**src/sv/mm_pkg.sv**
```systemverilog
// ----------------------------------------------------------------------------
// mm_pkg
// shared types and codes for the matrix multiplier core
// ----------------------------------------------------------------------------
package mm_pkg;

  localparam logic [1:0] MODE_LOAD_A   = 2'd0;
  localparam logic [1:0] MODE_LOAD_B   = 2'd1;
  localparam logic [1:0] MODE_COMPUTE  = 2'd2;
  localparam logic [1:0] MODE_RESERVED = 2'd3;

  localparam logic [1:0] CFG_ROWS_A    = 2'd0;
  localparam logic [1:0] CFG_COLS_B    = 2'd1;
  localparam logic [1:0] CFG_INNER_LEN = 2'd2;
  localparam logic [1:0] CFG_RESERVED  = 2'd3;

  localparam int FRAC_BITS = 8;

  typedef struct packed {
    logic [1:0]         mode;
    logic [2:0]         row_index;
    logic [2:0]         col_index;
    logic signed [15:0] element_value;
  } mm_in_t;

  typedef struct packed {
    logic [2:0]         out_row;
    logic [2:0]         out_col;
    logic signed [15:0] out_value;
    logic               saturated;
    logic               last;
  } mm_out_t;

  // operand handed from cell to cell
  typedef struct packed {
    logic               valid;
    logic [2:0]         inner;
    logic signed [15:0] value;
  } mm_opnd_t;

  // broadcast control to all cells
  typedef struct packed {
    logic               clear;
    logic               shift;
    logic               b_we;
    logic [2:0]         b_row;
    logic [2:0]         b_col;
    logic signed [15:0] b_data;
  } mm_cell_ctl_t;

  typedef enum logic [1:0] {
    ST_IDLE,
    ST_FEED,
    ST_WAIT,
    ST_EMIT
  } mm_state_e;

endpackage

```
**src/sv/mm_cell.sv**
```systemverilog
// ----------------------------------------------------------------------------
// mm_cell
// one result column: holds a column of B, accumulates a dot product and
// passes operands and accumulators along the chain
// ----------------------------------------------------------------------------
module mm_cell #(
  parameter int MAX_DIM  = 8,
  parameter int CELL_IDX = 0,
  parameter int ACC_W    = 36
) (
  input  logic                    clk_i,
  input  logic                    rst_ni,
  input  mm_pkg::mm_cell_ctl_t    ctl_i,
  input  mm_pkg::mm_opnd_t        opnd_i,
  output mm_pkg::mm_opnd_t        opnd_o,
  input  logic signed [ACC_W-1:0] shift_in_i,
  output logic signed [ACC_W-1:0] acc_o
);
  import mm_pkg::*;

  localparam int IDX_W = (MAX_DIM > 1) ? $clog2(MAX_DIM) : 1;

  logic signed [15:0]      bcol_q [MAX_DIM];
  logic signed [15:0]      b_sel;
  logic signed [31:0]      prod;
  logic signed [ACC_W-1:0] acc_q;
  mm_opnd_t                fwd_q;

  always_ff @(posedge clk_i) begin
    if (ctl_i.b_we && (int'(ctl_i.b_col) == CELL_IDX)) begin
      bcol_q[ctl_i.b_row[IDX_W-1:0]] <= ctl_i.b_data;
    end
  end

  assign b_sel = bcol_q[opnd_i.inner[IDX_W-1:0]];
  assign prod  = opnd_i.value * b_sel;

  always_ff @(posedge clk_i) begin
    if (ctl_i.clear) begin
      acc_q <= '0;
    end else if (ctl_i.shift) begin
      acc_q <= shift_in_i;
    end else if (opnd_i.valid) begin
      acc_q <= acc_q + ACC_W'(prod);
    end
  end

  always_ff @(posedge clk_i or negedge rst_ni) begin
    if (!rst_ni) begin
      fwd_q <= '0;
    end else begin
      fwd_q <= opnd_i;
    end
  end

  assign opnd_o = fwd_q;
  assign acc_o  = acc_q;

endmodule

```
**config.mk**
```make
export PLATFORM = sky130hd
export DESIGN_NAME = mm_cell
export DESIGN_NICKNAME = d
export VERILOG_FILES = /design/src/sv/mm_pkg.sv /design/src/sv/mm_cell.sv
export SDC_FILE = /design/constraint.sdc
export NUM_CORES = 1
export LEC_CHECK = 0
export BUFFER_PORTS_ARGS = -buffer_cell sky130_fd_sc_hd__clkbuf_2
export CORE_MARGIN = 4
export CORE_UTILIZATION = 25
export DETAILED_ROUTE_END_ITERATION = 8
export PLACE_DENSITY = 0.5
export SYNTH_ARGS = -nofsm -noshare
export SYNTH_HDL_FRONTEND = slang
export SYNTH_SLANG_ARGS = --single-unit
export TNS_END_PERCENT = 50
```
**constraint.sdc**
```tcl
create_clock -name clk_i -period 16.7 [get_ports clk_i]
set_input_delay 3.34 -clock clk_i [delete_from_list [all_inputs] [get_ports clk_i]]
set_output_delay 3.34 -clock clk_i [all_outputs]
set_load 0.1 [all_outputs]
```
==> flow_summary.toml <==
[sta]
hold_viol_final = 0
maxSlewHeadroom_pct = 24.88
period_share_pct = 62.30
rsz0062_at_grt = "no"
slew_viol_final = 0
tightest_slew_ps = 1123
setup_viol = 0
tns_ps = 0
fmax_ghz = 0.09612
post-route-min-period_ps = 10400
fin_skew_ps = 14.61
fin_hold_ws_ps = 580.7

[cells_and_area]
antenna_cells = 0
fin_util_pct = 28.59
layout_common_cells = "inv_1, fa_1, nand2_1"
nets = 2312
drive_gt1_share_pct = 13.40
nFillCells = 7683
area_growth_syn_to_layout_pct = 12.73
post-route-cell-area_um2 = 21000
mostFrequentLayoutCell = "inv_1"

[global_route]
gr-usage-all-layers_pct = 12.75
grt_pass1_vias = 13600
antenna_found_initial = 2
grt_overflow = 0
grt_pass1_wl_um = 76850
grt_max_degree = 75

[setup_path]
critPathLaunch = "opnd_i[16]"
critPathSlowestCell = "mux4_2"
critPathMaxFanout = 33
worst_setup_path_end_kind = "register"
worstPathArrival_ps = 10800
r2r_setup_slack_ps = 9540
cp.required_ps = 17100
crit_path_frequent_cell = "fa_1"
worstSetupEndpoint = "acc_o[35]$_SDFFE_PP0P_"
r2r-end = "acc_o[35]$_SDFFE_PP0P_"
crit_type = "input pin to register"
rr_worst_depth = 24
slowest_delay_ps = 580
r2r-start = "bcol_q[5][1]$_DFFE_PP_"
start_kind = "input pin"

[detailed_routing]
routedWlPerCell_um = 17.26
drt-vias-per-instance = 4.378
drc = 0
ant_nets = 0
drt_first_pass_iters = 5
first_iter_violations = 482
drt_wl_total_um = 47980
vias = 12170

[floorplanning]
die_h_um = 281.0
num_rows = 99
core_um2 = 73450
start_util_pct = 25.36
die-area_um2 = 78950
die_w_um = 281.0
num_io_pins = 139

[placed_design]
placed_cell_area_um2 = 20440
gp_congestion = 0.7972
portBuffers = 138
hpwl_um = 37130

[clock_network]
clkLatencyLatePin_ps = 470
htreeDepth = 4
cts.sinks = 184
cts-buffers-inserted = 17
cts_tree = "built"
clk_pin_slew_worst_paths_ps = 80
post_cts_resize_count = 0
hold_buffers = 0
cts_setup_buffers = 0
clockBufferDepth = 2
cts_root_buf = "clkbuf_16"

[yosys]
synth-async-reset-ratio_pct = 10.87
synth-warning-count = 0
ys_seq_area_share_pct = 27.19
ys_ff_latch = 184
synth_edf_count = 128
synth_fp_nets = 2202
syn_inst = 1698
synth_ff_type = "edfxtp_1"
netlist_area_um2 = 18630
ys_types = 56
post_synth.cell_area_avg_um2 = 10.97

[run_status]
status = "completed"

[flow_run]
drv_cap = 0

[min_path]
hold_path.class = "register to register"
==> layout make-up <==
type / count / area (µm²) / share of cell area, %
Multi-Input combinational cell: 1052 / 11860 / 56.46
Sequential cell: 184 / 5065 / 24.12
Inverter: 397 / 1490 / 7.096
Tap cell: 959 / 1200 / 5.713
Timing Repair Buffer: 156 / 825.8 / 3.932
Clock buffer: 17 / 425.4 / 2.026
Clock inverter: 15 / 138.9 / 0.6613
==> per-stage QoR <==
step / setup slack (ps) / instances
CTS: 6269 / 2780
global placement: 5862 / 2748
global route: 5790 / 2780
finish: 6296 / 2780
floorplan: 6314 / 1698
detailed placement: 5781 / 2748
==> worst max-delay path, delay by kind of cell <==
kind | cells | cell delay [ps]
fa+ha+maj | 7 | 3320
simple gates | 5 | 1130
mux | 2 | 1040
compound gates | 5 | 1010
buf+inv | 7 | 920
==> state kept, by name, indices dropped and copies added, names as in the netlist <==
| signal | count |
|---|---|
| acc_o | 36 |
| bcol_q | 128 |
| opnd_o | 20 |
==> worst min-delay path by stage <==
stage	from	end	slack, ps	cells past startpoint
2_1_floorplan	acc_o[15]$_SDFFE_PP0P_	acc_o[15]$_SDFFE_PP0P_	1020	2
3_3_place_gp	acc_o[15]$_SDFFE_PP0P_	acc_o[15]$_SDFFE_PP0P_	570	2
3_5_place_dp	acc_o[15]$_SDFFE_PP0P_	acc_o[15]$_SDFFE_PP0P_	570	2
4_1_cts	acc_o[15]$_SDFFE_PP0P_	acc_o[15]$_SDFFE_PP0P_	590	2
5_1_grt	acc_o[15]$_SDFFE_PP0P_	acc_o[15]$_SDFFE_PP0P_	620	2
6_report	acc_o[15]$_SDFFE_PP0P_	acc_o[15]$_SDFFE_PP0P_	580	2
==> logic make-up after synthesis <==
logic type      count (synthesis)  share of synthesized area (%)
compound gates                153                          5.366
fa+ha+maj                     421                          40.93
flops                         184                          27.19
buf+inv                       462                          9.335
simple gates                  382                          10.05
mux                            60                          5.440
xor+xnor                       36                          1.692
==> layer usage <==
metal | vias up | track usage, % | routed length, µm
li1 | 5505 | - | -
met1 | 6476 | 14.47 | 18940
met2 | 139 | 24.85 | 27120
met3 | 47 | 1.612 | 982
met4 | 4 | 3.651 | 922
met5 | - | 0 | 23
==> synthesized netlist by cell type (15+ instances only) <==
master	instances	share of area, %
a21o_1	17	0.69
a21oi_1	64	1.7
and2_1	36	1.2
clkbuf_1	57	1.1
dfrtp_1	20	2.7
dfxtp_1	36	3.9
edfxtp_1	128	21
fa_1	314	34
ha_1	107	7.2
inv_1	396	8.0
mux2i_1	18	0.97
mux4_2	32	3.9
nand2_1	139	2.8
nand2b_1	15	0.50
nor2_1	66	1.3
nor2b_1	96	3.2
xnor2_1	20	0.94
xor2_1	16	0.75
Power is left out: the tool's default activity adds up to more than one toggle a clock period on the data nets, which glitch-free logic cannot reach.
